**src/hw/rtl/icmpf_pkg.sv**
```systemverilog
// icmpf_pkg: shared types and constants for the icmp echo packet filter
// no dependencies; imported by the parser, the verdict queue and the top level

package icmpf_pkg;

    // word accepted on the input channel, one packet byte
    typedef struct packed {
        logic [7:0] data_byte;
        logic       last_byte;
    } t_in_word;

    // word delivered on the output channel, one verdict per packet
    typedef struct packed {
        logic       drop;
        logic [2:0] reason;
        logic [2:0] vlan_tags;
    } t_out_word;

    // verdict reason codes
    localparam logic [2:0] RSN_EVEN_ECHO = 3'd0;
    localparam logic [2:0] RSN_L2        = 3'd1;
    localparam logic [2:0] RSN_IP4       = 3'd2;
    localparam logic [2:0] RSN_IP6       = 3'd3;
    localparam logic [2:0] RSN_ICMP      = 3'd4;
    localparam logic [2:0] RSN_ODD_SEQ   = 3'd5;

    // ethertypes
    localparam logic [15:0] ET_IP4   = 16'h0800;
    localparam logic [15:0] ET_IP6   = 16'h86DD;
    localparam logic [15:0] ET_VLANQ = 16'h8100;
    localparam logic [15:0] ET_VLANA = 16'h88A8;

    // header fields and offsets
    localparam logic [7:0] ETH_TYPE_HI   = 8'd12;
    localparam logic [7:0] ETH_TYPE_LO   = 8'd13;
    localparam logic [7:0] VLAN_TYPE_HI  = 8'd2;
    localparam logic [7:0] VLAN_TYPE_LO  = 8'd3;
    localparam logic [7:0] IP4_VER_IHL   = 8'd0;
    localparam logic [7:0] IP4_PROTO     = 8'd9;
    localparam logic [7:0] IP4_MIN_LAST  = 8'd19;
    localparam logic [5:0] IP4_MIN_HLEN  = 6'd20;
    localparam logic [7:0] IP6_NEXT_HDR  = 8'd6;
    localparam logic [7:0] IP6_LAST      = 8'd39;
    localparam logic [7:0] ICMP_TYPE     = 8'd0;
    localparam logic [7:0] ICMP_SEQ_LO   = 8'd7;
    localparam logic [7:0] PROTO_ICMP    = 8'd1;
    localparam logic [7:0] NH_ICMP6      = 8'd58;
    localparam logic [7:0] ECHO_REQ4     = 8'd8;
    localparam logic [7:0] ECHO_REQ6     = 8'd128;
    localparam logic [7:0] OFFSET_MAX    = 8'd255;

    // verdict queue
    localparam int QUEUE_DEPTH = 4;
    localparam int QUEUE_PTR_W = 2;

    // parser phases
    typedef enum logic [5:0] {
        PH_ETH  = 6'b000001,
        PH_VLAN = 6'b000010,
        PH_IP4  = 6'b000100,
        PH_IP6  = 6'b001000,
        PH_ICMP = 6'b010000,
        PH_DONE = 6'b100000
    } t_phase;

endpackage

```
**src/hw/rtl/icmp_echo_packet_filter.sv**
```systemverilog
// icmp_echo_packet_filter: top level, byte parser feeding a verdict queue
// depends on icmpf_pkg, icmpf_parser, icmpf_queue
//
// usage
//   input channel (i_valid / o_ready / i_data): one packet byte per word, in
//   wire order, with last_byte set on the final byte of each packet
//   output channel (o_valid / i_ready / o_data): one verdict word per packet,
//   giving drop, reason and the number of complete vlan tags
// timing
//   one byte is taken every cycle while the queue is not full; the header walk
//   updates a few registers per byte, so the parser keeps that rate; a verdict
//   is queued with its last byte and reaches o_data after those ahead of it
// stall
//   verdicts wait in a 4-entry queue; o_ready drops only while that queue is
//   full, so the input keeps moving during short output stalls
// reset
//   i_rst_n low (synchronous) empties the queue and puts the parser back at
//   the start of the ethernet header; no verdict is pending after reset

module icmp_echo_packet_filter #(
    parameter int MAX_VLAN_TAGS = 4
) (
    input  logic                 i_clk,
    input  logic                 i_rst_n,
    input  logic                 i_valid,
    output logic                 o_ready,
    input  icmpf_pkg::t_in_word  i_data,
    output logic                 o_valid,
    input  logic                 i_ready,
    output icmpf_pkg::t_out_word o_data
);
    import icmpf_pkg::*;

    logic      full;
    logic      push;
    t_out_word verdict;

    // front end: header parser
    icmpf_parser #(
        .MAX_VLAN_TAGS(MAX_VLAN_TAGS)
    ) u_parser (
        .i_clk     (i_clk),
        .i_rst_n   (i_rst_n),
        .i_valid   (i_valid),
        .i_data    (i_data),
        .o_ready   (o_ready),
        .i_full    (full),
        .o_push    (push),
        .o_verdict (verdict)
    );

    // back end: verdict queue on the output channel
    icmpf_queue u_queue (
        .i_clk   (i_clk),
        .i_rst_n (i_rst_n),
        .i_push  (push),
        .i_word  (verdict),
        .o_full  (full),
        .o_valid (o_valid),
        .i_ready (i_ready),
        .o_word  (o_data)
    );

    // a packet end always leaves a verdict waiting next cycle
    a_verdict_follows: assert property (@(posedge i_clk) disable iff (!i_rst_n)
        (i_valid && o_ready && i_data.last_byte) |=> o_valid)
        else $error("no verdict after last byte");

    // only an even echo request is dropped
    a_drop_reason: assert property (@(posedge i_clk) disable iff (!i_rst_n)
        o_valid |-> (o_data.drop == (o_data.reason == RSN_EVEN_ECHO)))
        else $error("drop flag and reason disagree");

    // reason code stays within the defined set
    a_reason_range: assert property (@(posedge i_clk) disable iff (!i_rst_n)
        o_valid |-> (o_data.reason <= RSN_ODD_SEQ))
        else $error("undefined reason code");

    // a full queue that is not read keeps o_ready low, so no byte is taken
    a_no_overflow: assert property (@(posedge i_clk) disable iff (!i_rst_n)
        (o_valid && !i_ready && $past(o_valid && !i_ready && !o_ready)) |-> !o_ready)
        else $error("input taken while verdict queue full");

endmodule

```
**src/hw/rtl/icmpf_parser.sv**
```systemverilog
// icmpf_parser: front end, walks the headers one byte per cycle while the queue has room and forms a verdict
// depends on icmpf_pkg

module icmpf_parser #(
    parameter int MAX_VLAN_TAGS = 4
) (
    input  logic                i_clk,
    input  logic                i_rst_n,
    input  logic                i_valid,
    input  icmpf_pkg::t_in_word i_data,
    output logic                o_ready,
    input  logic                i_full,
    output logic                o_push,
    output icmpf_pkg::t_out_word o_verdict
);
    import icmpf_pkg::*;

    localparam int TAG_W = (MAX_VLAN_TAGS < 1) ? 1 : $clog2(MAX_VLAN_TAGS + 1);
    localparam logic [TAG_W:0] MAX_TAGS = (TAG_W + 1)'(MAX_VLAN_TAGS);

    logic [7:0]       r_offset,  n_offset;
    t_phase           r_phase,   n_phase;
    logic [15:0]      r_etype,   n_etype;
    logic [TAG_W-1:0] r_tags,    n_tags;
    logic [5:0]       r_l3_len,  n_l3_len;
    logic [7:0]       r_start,   n_start;
    logic [3:0]       r_pending, n_pending;

    logic [7:0]       rel;
    logic [7:0]       b;
    logic             accept;
    logic [TAG_W+2:0] tags_ext;

    // next phase once an ethernet header or a vlan tag is complete
    function automatic t_phase f_dispatch(input logic [15:0] et, input logic [TAG_W-1:0] tags);
        logic is_vlan;
        is_vlan = (et == ET_VLANQ) || (et == ET_VLANA);
        if (is_vlan && ({1'b0, tags} < MAX_TAGS)) begin
            return PH_VLAN;
        end else if (is_vlan) begin
            return PH_DONE;
        end else if (et == ET_IP4) begin
            return PH_IP4;
        end else if (et == ET_IP6) begin
            return PH_IP6;
        end
        return PH_DONE;
    endfunction

    assign o_ready = !i_full;
    assign accept  = i_valid && o_ready;
    assign b       = i_data.data_byte;
    assign rel     = r_offset - r_start;

    // per-byte header walk
    always_comb begin
        n_offset  = (r_offset == OFFSET_MAX) ? OFFSET_MAX : r_offset + 8'd1;
        n_phase   = r_phase;
        n_etype   = r_etype;
        n_tags    = r_tags;
        n_l3_len  = r_l3_len;
        n_start   = r_start;
        n_pending = r_pending;
        unique case (r_phase)
            PH_ETH: begin
                if (r_offset == ETH_TYPE_HI) begin
                    n_etype = {b, 8'h00};
                end else if (r_offset == ETH_TYPE_LO) begin
                    n_etype = {r_etype[15:8], b};
                    n_phase = f_dispatch(n_etype, n_tags);
                    n_start = n_offset;
                    if (n_phase == PH_DONE) n_pending = {1'b0, RSN_L2};
                end
            end
            PH_VLAN: begin
                if (rel == VLAN_TYPE_HI) begin
                    n_etype = {b, 8'h00};
                end else if (rel == VLAN_TYPE_LO) begin
                    n_etype = {r_etype[15:8], b};
                    n_tags  = r_tags + TAG_W'(1);
                    n_phase = f_dispatch(n_etype, n_tags);
                    n_start = n_offset;
                    if (n_phase == PH_DONE) n_pending = {1'b0, RSN_L2};
                end
            end
            PH_IP4: begin
                if (rel == IP4_VER_IHL) begin
                    n_l3_len = {b[3:0], 2'b00};
                    if (n_l3_len < IP4_MIN_HLEN) begin
                        n_phase   = PH_DONE;
                        n_pending = {1'b0, RSN_IP4};
                    end
                end else if (rel == IP4_PROTO && b != PROTO_ICMP) begin
                    n_phase   = PH_DONE;
                    n_pending = {1'b0, RSN_IP4};
                end
                // header end: on the ihl byte rel is below IP4_MIN_LAST, so this check cannot fire there
                if (n_phase == PH_IP4 && rel >= IP4_MIN_LAST
                        && rel == ({2'b00, r_l3_len} - 8'd1)) begin
                    n_phase = PH_ICMP;
                    n_start = n_offset;
                end
            end
            PH_IP6: begin
                if (rel == IP6_NEXT_HDR && b != NH_ICMP6) begin
                    n_phase   = PH_DONE;
                    n_pending = {1'b0, RSN_IP6};
                end else if (rel == IP6_LAST) begin
                    n_phase = PH_ICMP;
                    n_start = n_offset;
                end
            end
            PH_ICMP: begin
                if (rel == ICMP_TYPE) begin
                    if (b != ((r_etype == ET_IP6) ? ECHO_REQ6 : ECHO_REQ4)) begin
                        n_phase   = PH_DONE;
                        n_pending = {1'b0, RSN_ICMP};
                    end
                end else if (rel == ICMP_SEQ_LO) begin
                    n_phase   = PH_DONE;
                    n_pending = b[0] ? {1'b0, RSN_ODD_SEQ} : {1'b1, RSN_EVEN_ECHO};
                end
            end
            PH_DONE: begin
            end
            default: begin
            end
        endcase
    end

    // verdict for a packet ending on this byte
    assign tags_ext = {3'b000, n_tags};
    always_comb begin
        o_verdict.vlan_tags = tags_ext[2:0];
        o_verdict.drop      = 1'b0;
        unique case (n_phase)
            PH_ETH, PH_VLAN: o_verdict.reason = RSN_L2;
            PH_IP4:          o_verdict.reason = RSN_IP4;
            PH_IP6:          o_verdict.reason = RSN_IP6;
            PH_ICMP:         o_verdict.reason = RSN_ICMP;
            default: begin
                o_verdict.drop   = n_pending[3];
                o_verdict.reason = n_pending[2:0];
            end
        endcase
    end

    assign o_push = accept && i_data.last_byte;

    // parser state, restarts after the last byte of each packet
    always_ff @(posedge i_clk) begin
        if (!i_rst_n || (accept && i_data.last_byte)) begin
            r_offset  <= '0;
            r_phase   <= PH_ETH;
            r_etype   <= '0;
            r_tags    <= '0;
            r_l3_len  <= '0;
            r_start   <= '0;
            r_pending <= {1'b0, RSN_L2};
        end else if (accept) begin
            r_offset  <= n_offset;
            r_phase   <= n_phase;
            r_etype   <= n_etype;
            r_tags    <= n_tags;
            r_l3_len  <= n_l3_len;
            r_start   <= n_start;
            r_pending <= n_pending;
        end
    end

endmodule

```
**src/hw/rtl/icmpf_queue.sv**
```systemverilog
// icmpf_queue: back end, short verdict queue that drives the output channel
// depends on icmpf_pkg

module icmpf_queue (
    input  logic                 i_clk,
    input  logic                 i_rst_n,
    input  logic                 i_push,
    input  icmpf_pkg::t_out_word i_word,
    output logic                 o_full,
    output logic                 o_valid,
    input  logic                 i_ready,
    output icmpf_pkg::t_out_word o_word
);
    import icmpf_pkg::*;

    localparam logic [QUEUE_PTR_W:0] DEPTH_CNT = (QUEUE_PTR_W + 1)'(QUEUE_DEPTH);

    t_out_word              r_mem [QUEUE_DEPTH];
    logic [QUEUE_PTR_W-1:0] r_wr_ptr;
    logic [QUEUE_PTR_W-1:0] r_rd_ptr;
    logic [QUEUE_PTR_W:0]   r_count;
    logic                   pop;

    assign o_full  = (r_count == DEPTH_CNT);
    assign o_valid = (r_count != '0);
    assign o_word  = r_mem[r_rd_ptr];
    assign pop     = o_valid && i_ready;

    // storage
    always_ff @(posedge i_clk) begin
        if (i_push) begin
            r_mem[r_wr_ptr] <= i_word;
        end
    end

    // pointers and fill count
    always_ff @(posedge i_clk) begin
        if (!i_rst_n) begin
            r_wr_ptr <= '0;
            r_rd_ptr <= '0;
            r_count  <= '0;
        end else begin
            if (i_push) r_wr_ptr <= r_wr_ptr + QUEUE_PTR_W'(1);
            if (pop)    r_rd_ptr <= r_rd_ptr + QUEUE_PTR_W'(1);
            case ({i_push, pop})
                2'b10:   r_count <= r_count + (QUEUE_PTR_W + 1)'(1);
                2'b01:   r_count <= r_count - (QUEUE_PTR_W + 1)'(1);
                default: r_count <= r_count;
            endcase
        end
    end

endmodule
```
**config.mk**
```make
export PLATFORM = sky130hd
export DESIGN_NAME = icmp_echo_packet_filter
export DESIGN_NICKNAME = d
export VERILOG_FILES = /design/src/hw/rtl/icmpf_pkg.sv /design/src/hw/rtl/icmp_echo_packet_filter.sv /design/src/hw/rtl/icmpf_parser.sv /design/src/hw/rtl/icmpf_queue.sv
export SDC_FILE = /design/constraint.sdc
export NUM_CORES = 1
export LEC_CHECK = 0
export BUFFER_PORTS_ARGS = -buffer_cell sky130_fd_sc_hd__clkbuf_2
export CORE_ASPECT_RATIO = 0.7
export CORE_MARGIN = 1
export CORE_UTILIZATION = 40
export CTS_CLUSTER_SIZE = 20
export DETAILED_ROUTE_END_ITERATION = 16
export PLACE_DENSITY = 0.57
export SKIP_LAST_GASP = 1
export SLEW_MARGIN = 20
export SYNTH_ARGS = -nofsm -noshare
export SYNTH_HDL_FRONTEND = slang
export SYNTH_SLANG_ARGS = --single-unit
```
**constraint.sdc**
```tcl
create_clock -name i_clk -period 11.9 [get_ports i_clk]
set_input_delay 2.975 -clock i_clk [delete_from_list [all_inputs] [get_ports i_clk]]
set_output_delay 2.975 -clock i_clk [all_outputs]
set_load 0.005 [all_outputs]
```
==> out/results.tsv <==
metric	value	unit
core_area	13100	sq um
dp_slack	6.02	ns
synth_compound_area_share	19.1	%
first_pass_iters	4	
max_freq	180	MHz
cts_tree	built	
cts.sink_count	86	
r2r_end	u_queue.r_mem[1][3]	
htree_num_levels	3	
tightest_slew	0.760	ns
finalWeightedCongestion	0.881	
p_clk_share	29.3	%
power_leakage	2.18	nW
diodes	0	
p_seq_share	37.5	%
outcome	completed	
detailedRoute.firstIterationViolations	207	
rsz0062_at_grt	false	
combPwrFrac	33.2	%
worstSetupPathType	input pin to flop	
clockBufferDepth	2	
setup_slack	6.34	ns
dieArea	13900	sq um
cts_root_buffer	clkbuf_16	
final_common_cell	nor2_1	
required	11.99	ns
ant_nets	0	
clkTransAtPathRegs	0.07	ns
post_synth_and_or_nand_nor_area_fraction	23.8	%
row_count	35	
reg2reg_depth	13	
drc	0	
post_drt_wl_per_cell	17.1	microns
synth-warning-count	0	
fin_cells	757	
hold_start	u_parser.r_start[3]	
vias_per_cell	5.70	
path_max_fanout	7	
power.total	0.956	mW
synth-async-reset-ratio	0	%
netlist_area	5390	sq um
fin_tns_setup	0	ns
synthAdderAreaFrac	4.92	%
synth_edf_count	28	
reg2reg_slack	7.47	ns
r2r_start	u_parser.r_offset[0]	
nNetsFinal	619	
synth_ff_type	dfxtp_1	
final_cell_area	5880	sq um
ys_types	85	
start_util	41.0	%
final_core_util	44.7	%
ir_drop	72.6	uV
seqCellArea	2000	sq um
min_period	5.56	ns
synth_xor_area_share	4.06	%
drive_gt1_share	13.7	%
die_x	141	microns
syn-num-nets	614	
grt_max_degree	48	
hold_violations	0	
hold_ws	0.470	ns
p_switching	0.335	mW
yosys_register_bits	86	
place_inst	741	
multi_input_area	3170	sq um
syn_to_final_growth	9.10	%
setup_viol	0	
swShare	35.1	%
synth_cells	581	
fillers	1298	
die_y	99.1	microns
start_kind	input pin	
cts-resized-gates	0	
postCtsHoldBufs	0	
placed_area	5590	sq um
gr-total-overflow	0	
finalClockSkew	0.00917	ns
final_cell_mix	72 x nor2_1, 58 x dfxtp_1, 51 x nand2_1	
cap_violations	0	
avgSynthCellArea	9.27	sq um
antenna_found_initial	0	
hold-path-endpoint	u_parser.r_start[3]	
finalWirelength	12.9	mm
drv_slew	0	
hold-path-cell-count	2	
power_density	163	nW/um^2
cp-end-kind	flop	
grt_pass1_vias	4019	
min_period_over_period	46.7	%
cts_setup_buffers	0	
numCtsBuffers	9	
num_io_pins	22	
min_path_type	flop to flop	
io_buffers	21	
cp_data_arrival_time	5.64	ns
grt_use_total	19.5	%
grt_pass1_wl	21.4	mm
slew_headroom	49.2	%
synth_mux_area_share	7.08	%
clock_latency	0.34	ns
p_int	0.621	mW
yosysSeqAreaShare	37.2	%
synth_top_family_by_area	simple AND/OR/NAND/NOR gates	
vias	4313	
hpwl	9.71	mm
## critical path, cell delays in order
cell      delay [ns]
clkbuf_2        0.13
nor4_1          0.53
nor4bb_1        0.44
nand2_1         0.11
o21ai_0         0.15
o32ai_1         0.11
nor2_1          0.17
o211a_1         0.24
o21bai_1        0.15
nand3b_1        0.14
o32ai_1         0.49
## worst max path at each step
stage / depth (start not counted) / endpoint / start / slack (ns)
2_1_floorplan: 10 / u_queue.r_mem[0][5] / i_data[2] / 6.68
3_3_place_gp: 11 / u_queue.r_mem[0][5] / i_data[2] / 6.07
3_5_place_dp: 11 / u_queue.r_mem[2][5] / i_data[2] / 6.02
4_1_cts: 11 / u_queue.r_mem[3][5] / i_data[2] / 6.37
5_1_grt: 11 / u_queue.r_mem[0][5] / i_data[2] / 6.07
6_report: 11 / u_queue.r_mem[3][5] / i_data[2] / 6.34
## cells by family (layout without fill, tap and decap cells)
kind of cell,Yosys count,count (layout)
simple gates,238,238
compound gates,132,132
flops,86,86
buf+inv,51,61
mux,29,29
xor+xnor,25,25
fa+ha+maj,20,20
## Yosys cell counts, types with 4 or more instances
cell type	number	area, sq um
clkbuf_1	21	78.8
nand4b_1	4	35.0
nand2b_1	10	62.6
o32ai_1	4	35.0
mux4_2	7	158
or4_1	5	37.5
o211ai_1	5	37.5
mux2i_1	19	190
a211oi_1	11	82.6
nand4_1	7	43.8
or3_1	6	37.5
nor2_1	72	270
nor3_1	9	45.0
or2_2	5	31.3
nand3_1	10	50.1
o22ai_1	4	25.0
a22oi_1	8	60.1
nor3b_1	4	30.0
o21a_1	4	30.0
xnor2_1	11	96.3
and4b_1	4	40.0
dfxtp_1	58	1160
nand2_1	51	191
inv_1	22	82.6
a21o_1	8	60.1
o21ai_1	5	25.0
nor4_1	4	25.0
xor2_1	14	123
edfxtp_1	28	841
a21oi_1	31	155
and3_1	8	50.1
o21ai_0	10	50.1
ha_1	18	225
and2_1	14	87.6
a21oi_2	4	35.0
## final cells by class
cell class,count,area share [%]
clock buffer,11,4.32
sequential,86,34.1
inverter,22,1.40
tap,166,3.53
multi-input combinational,444,54.0
timing repair buffer,23,2.04
clock inverter,5,0.660
## registers in the layout, indices dropped and copies added, names as in the netlist, 3 cells and up, named ones only
signal / flops
u_parser.r_tags: 3
u_parser.r_offset: 8
u_parser.r_phase: 6
u_parser.r_start: 8
u_queue.r_count: 3
u_parser.r_pending: 4
u_parser.r_etype: 16
u_parser.r_l3_len: 4
u_queue.r_mem: 28
## per-layer routing
layer,global-route usage [%],part of all wire [%],vias up
li1,-,-,2144
met1,30.7,55,2069
met2,26.9,39,91
met3,3.76,4.8,9
met4,4.01,0.73,0
met5,0,0,-
## power by group through the flow
stage	Sequential, mW	Clock [mW]	Combinational (mW)
4_1_cts	0.359	0.288	0.315
3_3_place_gp	0.365	0	0.309
5_1_grt	0.363	0.299	0.350
6_report	0.359	0.280	0.317
2_1_floorplan	0.346	0	0.255
3_5_place_dp	0.366	0	0.314
No activity file was read; power rests on OpenSTA's default activity.
